==> src/sfws_pkg.sv <==
// Shared types and constants of the sample FIFO with window statistics.
// Used by the channel interfaces and by every module of the block but the divider.
// Depends on nothing.
package sfws_pkg;

  localparam int MAX_DEPTH_DEF   = 64;
  localparam int SAMPLE_BITS_DEF = 16;

  // Widths fixed by the register and result fields.
  localparam int DEPTH_W     = 7;
  localparam int CNT_W       = 7;
  localparam int DEPTH_RESET = 64;

  typedef logic [1:0] action_t;
  typedef logic [1:0] status_t;

  localparam action_t ACT_ENQ  = 2'd0;
  localparam action_t ACT_DEQ  = 2'd1;
  localparam action_t ACT_STAT = 2'd2;

  localparam status_t ST_DONE  = 2'd0;
  localparam status_t ST_FULL  = 2'd1;
  localparam status_t ST_EMPTY = 2'd2;

  // Commands from the controller to the datapath.
  typedef struct packed {
    logic    latch;
    logic    enq_write;
    logic    deq_read;
    logic    stat_init;
    logic    walk;
    logic    div_start;
    logic    status_we;
    status_t status_code;
    logic    load_out;
  } cmd_t;

  // Status from the datapath to the controller.
  typedef struct packed {
    action_t act;
    logic    empty;
    logic    full;
    logic    walk_done;
    logic    div_busy;
    logic    out_free;
  } stat_t;

endpackage

==> src/sfws_if.sv <==
// Valid/ready channel interfaces for the input and result words.
// Depends on sfws_pkg for action, status and width defaults.
interface sfws_in_if #(
  parameter int SAMPLE_BITS = sfws_pkg::SAMPLE_BITS_DEF
);
  logic                          valid;
  logic                          ready;
  sfws_pkg::action_t             action;
  logic signed [SAMPLE_BITS-1:0] sample;

  modport source (output valid, action, sample, input ready);
  modport sink (input valid, action, sample, output ready);
endinterface

interface sfws_out_if #(
  parameter int SAMPLE_BITS = sfws_pkg::SAMPLE_BITS_DEF
);
  logic                           valid;
  logic                           ready;
  sfws_pkg::status_t              status;
  logic signed [SAMPLE_BITS-1:0]  data_out;
  logic [sfws_pkg::CNT_W-1:0]     count;
  logic signed [SAMPLE_BITS-1:0]  minimum;
  logic signed [SAMPLE_BITS-1:0]  maximum;
  logic signed [SAMPLE_BITS-1:0]  mean;
  logic                           rising;
  logic                           single;

  modport source (output valid, status, data_out, count, minimum, maximum, mean,
                  rising, single, input ready);
  modport sink (input valid, status, data_out, count, minimum, maximum, mean,
                rising, single, output ready);
endinterface

==> src/sfws_div.sv <==
// Restoring unsigned divider, one quotient bit per cycle.
// Self-contained; used by sfws_dp for the mean.
module sfws_div #(
  parameter int N_W = 23,
  parameter int D_W = 7
) (
  input  logic           clk,
  input  logic           rst,
  input  logic           start,
  input  logic [N_W-1:0] dividend,
  input  logic [D_W-1:0] divisor,
  output logic           busy,
  output logic [N_W-1:0] quotient
);

  localparam int C_W = $clog2(N_W + 1);

  logic [C_W-1:0] steps;
  logic [N_W-1:0] q;
  logic [D_W-1:0] r;
  logic [D_W-1:0] dv;
  logic [D_W:0]   trial;
  logic [D_W:0]   diff;
  logic           ge;

  assign trial    = {r, q[N_W-1]};
  assign diff     = trial - {1'b0, dv};
  assign ge       = (trial >= {1'b0, dv});
  assign busy     = (steps != '0);
  assign quotient = q;

  always_ff @(posedge clk) begin
    if (rst) begin
      steps <= '0;
    end else if (start) begin
      steps <= C_W'(N_W);
    end else if (busy) begin
      steps <= steps - C_W'(1);
    end
  end

  always_ff @(posedge clk) begin
    if (start) begin
      q  <= dividend;
      r  <= '0;
      dv <= divisor;
    end else if (busy) begin
      q <= {q[N_W-2:0], ge};
      // A failed trial is below the divisor, so it fits in D_W bits.
      r <= ge ? diff[D_W-1:0] : trial[D_W-1:0];
    end
  end

endmodule

==> src/sfws_dp.sv <==
// Datapath: sample memory, queue pointers, statistics walk, divider and the
// result register. Depends on sfws_pkg and instantiates sfws_div.
module sfws_dp #(
  parameter int MAX_DEPTH   = sfws_pkg::MAX_DEPTH_DEF,
  parameter int SAMPLE_BITS = sfws_pkg::SAMPLE_BITS_DEF
) (
  input  logic                           clk,
  input  logic                           rst,
  input  logic                           cfg_wr_en,
  input  logic [sfws_pkg::DEPTH_W-1:0]   cfg_wr_data,
  input  sfws_pkg::action_t              in_action,
  input  logic signed [SAMPLE_BITS-1:0]  in_sample,
  input  sfws_pkg::cmd_t                 cmd,
  output sfws_pkg::stat_t                st,
  input  logic                           out_ready,
  output logic                           out_valid,
  output sfws_pkg::status_t              out_status,
  output logic signed [SAMPLE_BITS-1:0]  out_data,
  output logic [sfws_pkg::CNT_W-1:0]     out_count,
  output logic signed [SAMPLE_BITS-1:0]  out_min,
  output logic signed [SAMPLE_BITS-1:0]  out_max,
  output logic signed [SAMPLE_BITS-1:0]  out_mean,
  output logic                           out_rising,
  output logic                           out_single
);

  localparam int DEPTH_W = sfws_pkg::DEPTH_W;
  localparam int CNT_W   = sfws_pkg::CNT_W;
  localparam int IDX_W   = $clog2(MAX_DEPTH);
  localparam int PW      = (IDX_W + 1 > DEPTH_W) ? IDX_W + 1 : DEPTH_W;
  localparam int SUM_W   = SAMPLE_BITS + CNT_W;

  logic signed [SAMPLE_BITS-1:0] mem [MAX_DEPTH];
  logic signed [SAMPLE_BITS-1:0] rd_data;

  logic [DEPTH_W-1:0] depth;
  logic [DEPTH_W-1:0] eff;
  logic [IDX_W-1:0]   head;
  logic [IDX_W-1:0]   tail;
  logic [CNT_W-1:0]   cnt;

  sfws_pkg::action_t act;
  sfws_pkg::status_t res_status;
  logic signed [SAMPLE_BITS-1:0] smp;

  logic [IDX_W-1:0]   walk_idx;
  logic [CNT_W-1:0]   rem;
  logic               rd_issue;
  logic               first;
  logic signed [SAMPLE_BITS-1:0] lo;
  logic signed [SAMPLE_BITS-1:0] hi;
  logic signed [SAMPLE_BITS-1:0] prev;
  logic signed [SUM_W-1:0]       sum;
  logic                          up;

  logic             rd_en;
  logic [IDX_W-1:0] rd_idx;
  logic [IDX_W-1:0] wr_idx;
  logic [SUM_W-1:0] sum_mag;
  logic [SUM_W-1:0] quot;
  logic             div_busy;
  logic signed [SAMPLE_BITS-1:0] q_s;
  logic             is_stat;

  function automatic logic [IDX_W-1:0] wrap_inc(input logic [IDX_W-1:0] idx,
                                                input logic [DEPTH_W-1:0] d);
    logic [PW-1:0] nxt;
    nxt = PW'(idx) + PW'(1);
    if (nxt >= PW'(d)) return '0;
    return IDX_W'(nxt);
  endfunction

  // A depth of zero acts as one, and anything above the store size is clamped.
  always_comb begin
    if (depth == '0) begin
      eff = DEPTH_W'(1);
    end else if (32'(depth) > MAX_DEPTH) begin
      eff = DEPTH_W'(MAX_DEPTH);
    end else begin
      eff = depth;
    end
  end

  assign wr_idx = (cnt == '0) ? '0 : wrap_inc(tail, eff);
  assign rd_en  = cmd.deq_read || (cmd.walk && (rem != '0));
  assign rd_idx = cmd.walk ? walk_idx : head;

  always_ff @(posedge clk) begin
    if (cmd.enq_write) begin
      mem[wr_idx] <= smp;
    end
    if (rd_en) begin
      rd_data <= mem[rd_idx];
    end
  end

  // Queue pointers and fill count; the buffer is empty exactly when the count is zero.
  always_ff @(posedge clk) begin
    if (rst) begin
      depth <= DEPTH_W'(sfws_pkg::DEPTH_RESET);
      head  <= '0;
      tail  <= '0;
      cnt   <= '0;
    end else if (cfg_wr_en) begin
      depth <= cfg_wr_data;
      head  <= '0;
      tail  <= '0;
      cnt   <= '0;
    end else if (cmd.enq_write) begin
      if (cnt == '0) begin
        head <= '0;
      end
      tail <= wr_idx;
      cnt  <= cnt + CNT_W'(1);
    end else if (cmd.deq_read) begin
      if (cnt == CNT_W'(1)) begin
        head <= '0;
        tail <= '0;
      end else begin
        head <= wrap_inc(head, eff);
      end
      cnt <= cnt - CNT_W'(1);
    end
  end

  always_ff @(posedge clk) begin
    if (cmd.latch) begin
      act        <= in_action;
      smp        <= in_sample;
      res_status <= sfws_pkg::ST_DONE;
    end else if (cmd.status_we) begin
      res_status <= cmd.status_code;
    end
  end

  // Statistics walk: a read is issued each cycle while samples remain, and the
  // registered read data is folded into the statistics.
  always_ff @(posedge clk) begin
    if (rst) begin
      rd_issue <= 1'b0;
      rem      <= '0;
    end else begin
      rd_issue <= cmd.walk && (rem != '0);
      if (cmd.stat_init) begin
        rem <= cnt;
      end else if (cmd.walk && (rem != '0)) begin
        rem <= rem - CNT_W'(1);
      end
    end
  end

  always_ff @(posedge clk) begin
    if (cmd.stat_init) begin
      walk_idx <= head;
      first    <= 1'b1;
      up       <= 1'b1;
    end else begin
      if (cmd.walk && (rem != '0)) begin
        walk_idx <= wrap_inc(walk_idx, eff);
      end
      if (rd_issue) begin
        first <= 1'b0;
        prev  <= rd_data;
        if (first) begin
          lo  <= rd_data;
          hi  <= rd_data;
          sum <= SUM_W'(rd_data);
        end else begin
          if (rd_data < lo) lo <= rd_data;
          if (rd_data > hi) hi <= rd_data;
          if (rd_data <= prev) up <= 1'b0;
          sum <= sum + SUM_W'(rd_data);
        end
      end
    end
  end

  assign sum_mag = sum[SUM_W-1] ? SUM_W'(-sum) : SUM_W'(sum);

  sfws_div #(
    .N_W (SUM_W),
    .D_W (CNT_W)
  ) u_div (
    .clk      (clk),
    .rst      (rst),
    .start    (cmd.div_start),
    .dividend (sum_mag),
    .divisor  (cnt),
    .busy     (div_busy),
    .quotient (quot)
  );

  assign q_s     = SAMPLE_BITS'(quot);
  assign is_stat = (act == sfws_pkg::ACT_STAT) && (res_status == sfws_pkg::ST_DONE);

  always_ff @(posedge clk) begin
    if (rst) begin
      out_valid <= 1'b0;
    end else if (cmd.load_out) begin
      out_valid <= 1'b1;
    end else if (out_ready) begin
      out_valid <= 1'b0;
    end
  end

  always_ff @(posedge clk) begin
    if (cmd.load_out) begin
      out_status <= res_status;
      out_count  <= (res_status == sfws_pkg::ST_EMPTY) ? '0 : cnt;
      out_data   <= ((act == sfws_pkg::ACT_DEQ) && (res_status == sfws_pkg::ST_DONE))
                    ? rd_data : '0;
      out_min    <= is_stat ? lo : '0;
      out_max    <= is_stat ? hi : '0;
      out_mean   <= is_stat ? (sum[SUM_W-1] ? -q_s : q_s) : '0;
      out_rising <= is_stat && up && (cnt >= CNT_W'(2));
      out_single <= is_stat && (cnt == CNT_W'(1));
    end
  end

  assign st.act       = act;
  assign st.empty     = (cnt == '0);
  assign st.full      = (cnt >= eff);
  assign st.walk_done = (rem == '0) && !rd_issue;
  assign st.div_busy  = div_busy;
  assign st.out_free  = !out_valid || out_ready;

endmodule

==> src/sfws_ctrl.sv <==
// Controller state machine: sequences one word through the datapath.
// Depends on sfws_pkg for the command and status structs.
module sfws_ctrl (
  input  logic            clk,
  input  logic            rst,
  input  logic            in_valid,
  output logic            in_ready,
  input  sfws_pkg::stat_t st,
  output sfws_pkg::cmd_t  cmd
);

  typedef enum logic [4:0] {
    S_IDLE = 5'b00001,
    S_EXEC = 5'b00010,
    S_WALK = 5'b00100,
    S_DIV  = 5'b01000,
    S_FIN  = 5'b10000
  } state_t;

  state_t state;
  state_t state_next;

  assign in_ready = (state == S_IDLE);

  always_ff @(posedge clk) begin
    if (rst) begin
      state <= S_IDLE;
    end else begin
      state <= state_next;
    end
  end

  always_comb begin
    cmd        = '0;
    state_next = state;
    unique case (state)
      S_IDLE: begin
        if (in_valid) begin
          cmd.latch  = 1'b1;
          state_next = S_EXEC;
        end
      end
      S_EXEC: begin
        state_next = S_FIN;
        case (st.act)
          sfws_pkg::ACT_ENQ: begin
            if (st.full) begin
              cmd.status_we   = 1'b1;
              cmd.status_code = sfws_pkg::ST_FULL;
            end else begin
              cmd.enq_write = 1'b1;
            end
          end
          sfws_pkg::ACT_DEQ: begin
            if (st.empty) begin
              cmd.status_we   = 1'b1;
              cmd.status_code = sfws_pkg::ST_EMPTY;
            end else begin
              cmd.deq_read = 1'b1;
            end
          end
          sfws_pkg::ACT_STAT: begin
            if (st.empty) begin
              cmd.status_we   = 1'b1;
              cmd.status_code = sfws_pkg::ST_EMPTY;
            end else begin
              cmd.stat_init = 1'b1;
              state_next    = S_WALK;
            end
          end
          default: begin
          end
        endcase
      end
      S_WALK: begin
        cmd.walk = 1'b1;
        if (st.walk_done) begin
          cmd.div_start = 1'b1;
          state_next    = S_DIV;
        end
      end
      S_DIV: begin
        if (!st.div_busy) begin
          state_next = S_FIN;
        end
      end
      S_FIN: begin
        if (st.out_free) begin
          cmd.load_out = 1'b1;
          state_next   = S_IDLE;
        end
      end
      default: begin
        state_next = S_IDLE;
      end
    endcase
  end

endmodule

==> src/sample_fifo_with_window_stats_core.sv <==
// Enqueue, dequeue and no-op words pass through the execute and finish states after
// acceptance; a statistics word also walks its n held samples (one memory read per
// sample) and then runs the divider, one quotient bit per cycle.
// Throughput: one word at a time; the next word is taken once the result sits in the
// output register. Synchronous active-high reset empties the queue, sets depth 64.
module sample_fifo_with_window_stats_core #(
  parameter int MAX_DEPTH   = sfws_pkg::MAX_DEPTH_DEF,
  parameter int SAMPLE_BITS = sfws_pkg::SAMPLE_BITS_DEF
) (
  input  logic                         clk,
  input  logic                         rst,
  input  logic                         cfg_wr_en,
  input  logic [sfws_pkg::DEPTH_W-1:0] cfg_wr_data,
  sfws_in_if.sink                      in_ch,
  sfws_out_if.source                   out_ch
);

  sfws_pkg::cmd_t  cmd;
  sfws_pkg::stat_t st;
  logic            in_ready;

  assign in_ch.ready = in_ready;

  sfws_ctrl u_ctrl (
    .clk      (clk),
    .rst      (rst),
    .in_valid (in_ch.valid),
    .in_ready (in_ready),
    .st       (st),
    .cmd      (cmd)
  );

  sfws_dp #(
    .MAX_DEPTH   (MAX_DEPTH),
    .SAMPLE_BITS (SAMPLE_BITS)
  ) u_dp (
    .clk         (clk),
    .rst         (rst),
    .cfg_wr_en   (cfg_wr_en),
    .cfg_wr_data (cfg_wr_data),
    .in_action   (in_ch.action),
    .in_sample   (in_ch.sample),
    .cmd         (cmd),
    .st          (st),
    .out_ready   (out_ch.ready),
    .out_valid   (out_ch.valid),
    .out_status  (out_ch.status),
    .out_data    (out_ch.data_out),
    .out_count   (out_ch.count),
    .out_min     (out_ch.minimum),
    .out_max     (out_ch.maximum),
    .out_mean    (out_ch.mean),
    .out_rising  (out_ch.rising),
    .out_single  (out_ch.single)
  );

  // An accepted word keeps the block busy for at least the next cycle.
  a_busy_after_accept: assert property (@(posedge clk) disable iff (rst)
    (in_ch.valid && in_ch.ready) |=> !in_ch.ready)
    else $error("input taken again right after an accepted word");

  // A result is never loaded over one that has not been taken.
  a_no_overwrite: assert property (@(posedge clk) disable iff (rst)
    cmd.load_out |-> st.out_free)
    else $error("result register overwritten while still valid");

  // The effective depth is at least one, so an empty queue is never full.
  a_empty_not_full: assert property (@(posedge clk) disable iff (rst)
    st.empty |-> !st.full)
    else $error("queue reported both empty and full");

  // Starting a division always makes the divider busy.
  a_div_runs: assert property (@(posedge clk) disable iff (rst)
    cmd.div_start |=> st.div_busy)
    else $error("divider did not start");

endmodule
==> src/flat_wrapper.sv <==
// flat-port wrapper written by rule: the top's interface ports become plain ports
module sample_fifo_with_window_stats_core_flat 
#(
  parameter int MAX_DEPTH   = sfws_pkg::MAX_DEPTH_DEF,
  parameter int SAMPLE_BITS = sfws_pkg::SAMPLE_BITS_DEF
)
  (clk, rst, cfg_wr_en, cfg_wr_data, in_ch_valid, in_ch_action, in_ch_sample, in_ch_ready, out_ch_valid, out_ch_status, out_ch_data_out, out_ch_count, out_ch_minimum, out_ch_maximum, out_ch_mean, out_ch_rising, out_ch_single, out_ch_ready);
  sfws_in_if #(.SAMPLE_BITS(SAMPLE_BITS)) in_ch_i ();
  sfws_out_if #(.SAMPLE_BITS(SAMPLE_BITS)) out_ch_i ();
  input  logic clk;
  input  logic rst;
  input  logic cfg_wr_en;
  input  logic [sfws_pkg::DEPTH_W-1:0] cfg_wr_data;
  input wire logic [$bits(in_ch_i.valid)-1:0] in_ch_valid;
  input wire logic [$bits(in_ch_i.action)-1:0] in_ch_action;
  input wire logic [$bits(in_ch_i.sample)-1:0] in_ch_sample;
  output wire logic [$bits(in_ch_i.ready)-1:0] in_ch_ready;
  output wire logic [$bits(out_ch_i.valid)-1:0] out_ch_valid;
  output wire logic [$bits(out_ch_i.status)-1:0] out_ch_status;
  output wire logic [$bits(out_ch_i.data_out)-1:0] out_ch_data_out;
  output wire logic [$bits(out_ch_i.count)-1:0] out_ch_count;
  output wire logic [$bits(out_ch_i.minimum)-1:0] out_ch_minimum;
  output wire logic [$bits(out_ch_i.maximum)-1:0] out_ch_maximum;
  output wire logic [$bits(out_ch_i.mean)-1:0] out_ch_mean;
  output wire logic [$bits(out_ch_i.rising)-1:0] out_ch_rising;
  output wire logic [$bits(out_ch_i.single)-1:0] out_ch_single;
  input wire logic [$bits(out_ch_i.ready)-1:0] out_ch_ready;
  assign in_ch_i.valid = in_ch_valid;
  assign in_ch_i.action = in_ch_action;
  assign in_ch_i.sample = in_ch_sample;
  assign in_ch_ready = in_ch_i.ready;
  assign out_ch_valid = out_ch_i.valid;
  assign out_ch_status = out_ch_i.status;
  assign out_ch_data_out = out_ch_i.data_out;
  assign out_ch_count = out_ch_i.count;
  assign out_ch_minimum = out_ch_i.minimum;
  assign out_ch_maximum = out_ch_i.maximum;
  assign out_ch_mean = out_ch_i.mean;
  assign out_ch_rising = out_ch_i.rising;
  assign out_ch_single = out_ch_i.single;
  assign out_ch_i.ready = out_ch_ready;
  sample_fifo_with_window_stats_core #(.MAX_DEPTH(MAX_DEPTH), .SAMPLE_BITS(SAMPLE_BITS)) u_core (.clk(clk), .rst(rst), .cfg_wr_en(cfg_wr_en), .cfg_wr_data(cfg_wr_data), .in_ch(in_ch_i), .out_ch(out_ch_i));
endmodule
==> config.mk <==
export PLATFORM = sky130hd
export DESIGN_NAME = sample_fifo_with_window_stats_core_flat
export DESIGN_NICKNAME = d
export VERILOG_FILES = /design/src/sfws_pkg.sv /design/src/sfws_if.sv /design/src/sfws_div.sv /design/src/sfws_dp.sv /design/src/sfws_ctrl.sv /design/src/sample_fifo_with_window_stats_core.sv /design/src/flat_wrapper.sv
export SDC_FILE = /design/constraint.sdc
export NUM_CORES = 2
export LEC_CHECK = 0
export ABC_AREA = 1
export BUFFER_PORTS_ARGS = -buffer_cell sky130_fd_sc_hd__buf_2
export CORE_MARGIN = 8
export CORE_UTILIZATION = 65
export CTS_CLUSTER_SIZE = 30
export DETAILED_ROUTE_END_ITERATION = 10
export PLACE_DENSITY = 0.88
export SETUP_SLACK_MARGIN = 0.15
export SYNTH_ARGS = -nofsm -noshare
export SYNTH_HDL_FRONTEND = slang
export SYNTH_SLANG_ARGS = --single-unit
==> constraint.sdc <==
create_clock -name clk -period 8.45 [get_ports clk]
set_clock_uncertainty 0.15 [all_clocks]
set_input_delay 0.4225 -clock clk [delete_from_list [all_inputs] [get_ports clk]]
set_output_delay 0.4225 -clock clk [all_outputs]
set_load 0.01 [all_outputs]
* Word-level counts from Yosys, hierarchy flattened *
Memories as Yosys holds them, arrays and structs flattened. A register that Yosys moved wholly into a read port is not among the register bits.
Index checks and enable logic that the tools add are counted.

storage, ports and cells
  word-level logic and storage cells = 176
  memories kept = 1
  output and inout bits = 77
  RAM bits = 1024
  input bits = 30
  register bits after elaboration = 256

cells by class
  equality and inequality tests = 14
  add/subtract/negate cells = 11
  bitwise operators = 2
  mux-type cells = 72
  reductions and logical operators = 35
  $lt $le $gt $ge = 10

memories
  memory           words  bits a word  rd ports  clocked after Yosys merged registers in  wr ports  line           text
  u_core.u_dp.mem  64     16           1         1                                        1         sfws_dp.sv:33  logic signed [SAMPLE_BITS-1:0] mem [MAX_DEPTH];

operator list
  cell                                                                    number
  6-bit 2-to-1 mux                                                        17
  23-bit 2-to-1 mux                                                       4
  16-bit 2-to-1 mux                                                       5
  7-bit 2-to-1 mux                                                        7
  5-bit 2-to-1 mux                                                        8
  7-bit >= comparator                                                     4
  5-bit one-hot mux with 5 select lines                                   1
  1-bit 2-to-1 mux                                                        24
  23-bit by 16-bit adder with 23-bit output                               1
  23-bit negator                                                          1
  6-bit by 1-bit adder with 7-bit output (second input constant)          3
  7-bit zero test                                                         3
  16-bit > comparator                                                     1
  16-bit <= comparator                                                    1
  16-bit < comparator                                                     1
  16-bit negator                                                          1
  2-bit nonzero test                                                      7
  7-bit by 1-bit subtractor with 7-bit output (second input constant)     2
  3-bit 2-to-1 mux                                                        4
  3-bit AND reduction                                                     3
  8-bit by 7-bit >= comparator with 1-bit output                          1
  7-bit by 1-bit adder with 7-bit output (second input constant)          1
  7-bit by 1-bit == test with 1-bit output (second input constant)        1
  7-bit by 2-bit >= comparator with 1-bit output (second input constant)  1
  other kinds (24)                                                        42

* Logic depth before layout (Yosys ltp) *
  depth after elaboration = 15
  depth in mapped cells = 20
  mapped depth without buffers = 19

* Cells and area by module *
Synthesis repeated with hierarchy kept, for this count alone.

unflattened totals
  cell total of the unflattened synthesis = 6045
  area total of the unflattened synthesis = 60042.6 um2

by module, submodules not included
  module     times used  sequential area each (um2)  area an instance (um2)  cells each
  sfws_dp    1           37115.6                     57421.3                 5723
  sfws_div   1           1141.1                      2142.1                  252
  sfws_ctrl  1           100.1                       479.2                   70

* Least setup slack after synthesis *
No wires, ideal clock.

  kind = register -> register
  start = register u_core.u_ctrl.state[0]
  end = register u_core.u_dp.out_count[0] (netlist bit), enable pin
  cell stages (with the launch flop) = 4
  slack = 4013 ps
  data required time = 7791 ps
  arrival time = 3778 ps
  clock period less this slack = 4437 ps
  path buffers = 0
  library setup time = 509 ps
  cells stage by stage = dfxtp_1 nor2_4 nand3_1 nor2_1

RTL lines
  element                 line             text
  from (decl)             sfws_ctrl.sv:20  state_t state;
  from (signal assigned)  sfws_ctrl.sv:29  state <= state_next;
  to (signal assigned)    sfws_dp.sv:209   out_count <= (res_status == sfws_pkg::ST_EMPTY) ? '0 : cnt;
  to (decl)               sfws_dp.sv:19    output logic [sfws_pkg::CNT_W-1:0] out_count,

* Worst setup path after layout *
  start = register u_core.u_ctrl.state[0]
  end = register u_core.u_dp.rd_data[8] (read register of u_core.u_dp.mem) (data pin)

on the way
  cells in the longest elaborated chain, start to end = 4
  elaborated cells on any way between the ends = 7
  those cells by class = 2 x eq/ne; 3 x mux; 2 x reduce/logical

ends and longest elaborated chain
  element                                   line             text
  5-bit by 3-bit == test with 1-bit output  sfws_ctrl.sv:36  unique case (state)
  2-bit 2-to-1 mux                          sfws_ctrl.sv:36
  1-bit logical AND                         sfws_dp.sv:85    assign rd_en = cmd.deq_read || (cmd.walk && (rem != '0));
  1-bit logical OR                          sfws_dp.sv:85
  to (decl)                                 sfws_dp.sv:34    logic signed [SAMPLE_BITS-1:0] rd_data;

Parallel ways exist; a longest one is shown, timed or not.
A chain may end at the register's enable or synchronous reset.

==> impl_results.md <==
- Biggest register: u_core.u_dp.mem
- Setup TNS: 0 ns
- Avg Cell Area, Syn: ~12 µm²
- Seq cells post-synth: between 1000 and 1500
- CTS Buf Count: 120
- Synth Area in Simple Gates: between 10 and 15%
- Final period utilization: a little under three fifths
- Cell Chain, Critical Path: nor2_4 -> nand3_4 -> nand2_2 -> nand2_8 -> inv_6 -> buf_4 -> nor2_1 -> o211ai_1 -> nand3_1 -> nand3_1 -> nand3_1 -> nand2_1
- Nets: just over 5000
- Final Slew Violations: 0
- Most frequent cell after synthesis: edfxtp_1
- Hold slack: around 0.2 ns
- Multiplexer share of the synthesized area: 0%
- Iteration-0 DRC Markers: around 7000
- Initial core utilization: about two thirds
- Data arrival, critical path: approximately 5.2 ns
- Vias: 40550
- Pwr dens: around 220 mW/mm²
- Die area: 0.09713 mm²
- H-tree Lvls: 3
- Rows: 108
- Final HPWL DP: 86.58 mm
- Mapped Area: 0.05682 mm²
- Residual DRC count: 0
- Status: complete, no violations
- Worst slew pin tran: 1.387 ns
- DR vias/cell: 6.538
- Syn Inst Count: roughly 4800
- Worst Hold Class: input port to flop
- Synth warn: 0
- Worst rel slew slack: under 10%
- Worst setup EP type: flop
- Crit path top cell by count: nand3_1
- # Max-Cap Violations: 0
- Critical path buffer and inverter count: 2
- CP top delay family: simple AND/OR/NAND/NOR gates
- Main area contributors after synthesis: edfxtp_1 (66%), o211ai_1 (6.3%), nand3_1 (4.9%)
- Top FF cell, synth: edfxtp_1
- Final WL: around 150 mm
- RSZ-0062 raised after global routing: false
- Initial antenna violation count: 4
- Layout cell share with drive strength beyond 1: 8.997%
- Main combinational cell family by area after synthesis: simple AND/OR/NAND/NOR gates
- Die width: 311.7 µm
- TritonCTS clock tree: yes
- Overflow after GRT: 0
- Xor/xnor cell area share of the yosys netlist: less than 1%
- Max Freq: 209.9 MHz
- Largest register FFs: 1024
- EDFF count, synth: about 1200
- Root buffer cell: clkbuf_16
- Final hold vios: 0
- Avg WL per Cell: 24.88 µm
- Biggest cell delay along the critical path: 0.86 ns
- Worst-path maximum fanout: 159
- I/O pins: around 110
- Fin crit period: 4.764 ns
- CTS max path bufs: 3
- GR Util All Layers: 30.76%
- First-pass GRT wire length: 232.7 mm
- Die Y: 311.7 µm
- Sequential-to-total area share from yosys stat: 67.51%
- CTS resizes: 0
- Post-synth top area share: 65.54%
- Final setup fails: 0
- Antenna-violating nets left: 0
- Area leader, netlist: edfxtp_1
- Post-synthesis adder-cell area fraction: 2.581%
- Yosys cell types: 55
- Async SR Flop Fraction: 0%
- Pin count of the biggest net entering global routing: 232
- Clk_lat worst skew: 0.72 ns
- I/O Buffers: between 100 and 150
- Core Area: around 0.087 mm²
- Compound-Gate Fraction of Synth Area: 9.883%
- Drt first pass iters: 7
- Area Overhead vs Synth: 10.44%
- Clk slew on worst S/H paths: 0.07 ns
- Post-Syn Nets: 4970
- Leak Pwr: 23.10 nW
- Critical-path top delay cell: buf_4
- Worst Setup Start Kind: flop
- Vias in the first global route: 39800
- Worst EP required: 8.84 ns
- Final GP Congestion: about 0.90
- Peak VDD IR: 0.1952 mV
- Critical path class: flop to flop
- CTS sink cnt: 1296
- Top post-synthesis cells by count: edfxtp_1 (1240), nand2_1 (575), inv_1 (571)
## routing by layer
layer	wire [µm]	share of wire, %	global-route usage (%)
met2	71450	46	49.22
met3	20010	13	6.613
met4	10860	7.0	18.49
met5	13	0.0084	0
met1	51970	34	38.66
## power by group
| group | switching [mW] | internal [mW] |
|---|---|---|
| Combinational | 0.842 | 0.244 |
| Sequential | 0.0912 | 7.43 |
| Clock | 2.35 | 2.96 |
| Total | 3.29 | 10.6 |
## cells in the final DEF (no fill, tap or decap), drive strengths merged, types with 2 or more instances in the layout
| cell type | netlist | final |
|---|---|---|
| nor3b | 7 | 7 |
| ha | 114 | 114 |
| and3 | 3 | 3 |
| o21a | 7 | 7 |
| o21ai | 243 | 243 |
| nand4 | 26 | 26 |
| a21boi | 2 | 2 |
| dlygate4sd3 | 0 | 37 |
| inv | 576 | 579 |
| a211oi | 6 | 6 |
| or2 | 157 | 157 |
| nor2 | 311 | 311 |
| xnor2 | 9 | 9 |
| nor4 | 6 | 6 |
| o22ai | 5 | 5 |
| nand2 | 581 | 581 |
| xor2 | 32 | 32 |
| nand3b | 5 | 5 |
| a21oi | 99 | 99 |
| fa | 2 | 2 |
| bufinv | 0 | 9 |
| nand3 | 554 | 554 |
| o21bai | 4 | 4 |
| buf | 176 | 216 |
| a31oi | 9 | 9 |
| edfxtp | 1240 | 1240 |
| a311oi | 2 | 2 |
| dfxtp | 56 | 56 |
| clkbuf | 76 | 152 |
| clkinv | 2 | 58 |
| diode | 0 | 2 |
| a21o | 3 | 3 |
| nor3 | 27 | 27 |
| o211ai | 477 | 477 |
## final timing paths
kind              slack (ns)  cells past startpoint                                 from                             endpoint
setup / recovery        3.69                     12  u_core.u_ctrl.state[0]$_SDFFE_PP1P_     u_core.u_dp.rd_data[8]$_DFFE_PP_
hold / removal          0.20                      4                            cfg_wr_en      u_core.u_dp.cnt[2]$_SDFFE_PP0P_
hold reg to reg         0.32                      2  u_core.u_dp.u_div.r[6]$_SDFFE_PP0P_  u_core.u_dp.u_div.r[6]$_SDFFE_PP0P_
setup reg to reg        3.69                     12  u_core.u_ctrl.state[0]$_SDFFE_PP1P_     u_core.u_dp.rd_data[8]$_DFFE_PP_
## cell type report
class | instances | area (µm²)
inverter | 578 | 2185
fill | 5100 | 24000
antenna | 2 | 5.005
clock inverter | 69 | 609.3
timing repair buffer | 253 | 1777
tap | 1155 | 1445
multi-input combinational | 2698 | 15160
clock buffer | 152 | 3216
sequential | 1296 | 38360
## cells by family after synthesis
logic type | Yosys count
AO/OA/AOI/OAI | 862
XOR/XNOR | 41
adder cells (fa/ha/maj) | 116
buffers and inverters | 830
flip-flops | 1296
AND/OR/NAND/NOR | 1679
## worst reg2reg max path, stage by stage, from the launching register on
cell and delay (ns):
dfxtp_1 0.38, nor2_4 0.20, nand3_4 0.24, nand2_2 0.20, nand2_8 0.52, inv_6 0.82
buf_4 0.88, nor2_1 0.16, o211ai_1 0.22, nand3_1 0.15, nand3_1 0.22, nand3_1 0.30
nand2_1 0.19
## what timing repair did
item | in CTS | in global routing
buffers inserted | 0 | 0
endpoints found under the hold margin | 32 | 0
hold buffers | 37 | 0
## through the flow
stage	area (µm²)	worst slack, ns	cells	total power [mW]	utilization [%]
6_report	62750	3.686	6203	13.92	72.33
5_1_grt	62750	3.549	6202	14.22	72.33
4_1_cts	62750	3.914	6201	13.84	72.33
3_5_place_dp	58550	3.959	5943	8.643	67.49
3_3_place_gp	58550	4.047	5943	8.583	67.49
2_1_floorplan	56820	4.013	4824	8.239	-
(Power assumes the default switching activity.)
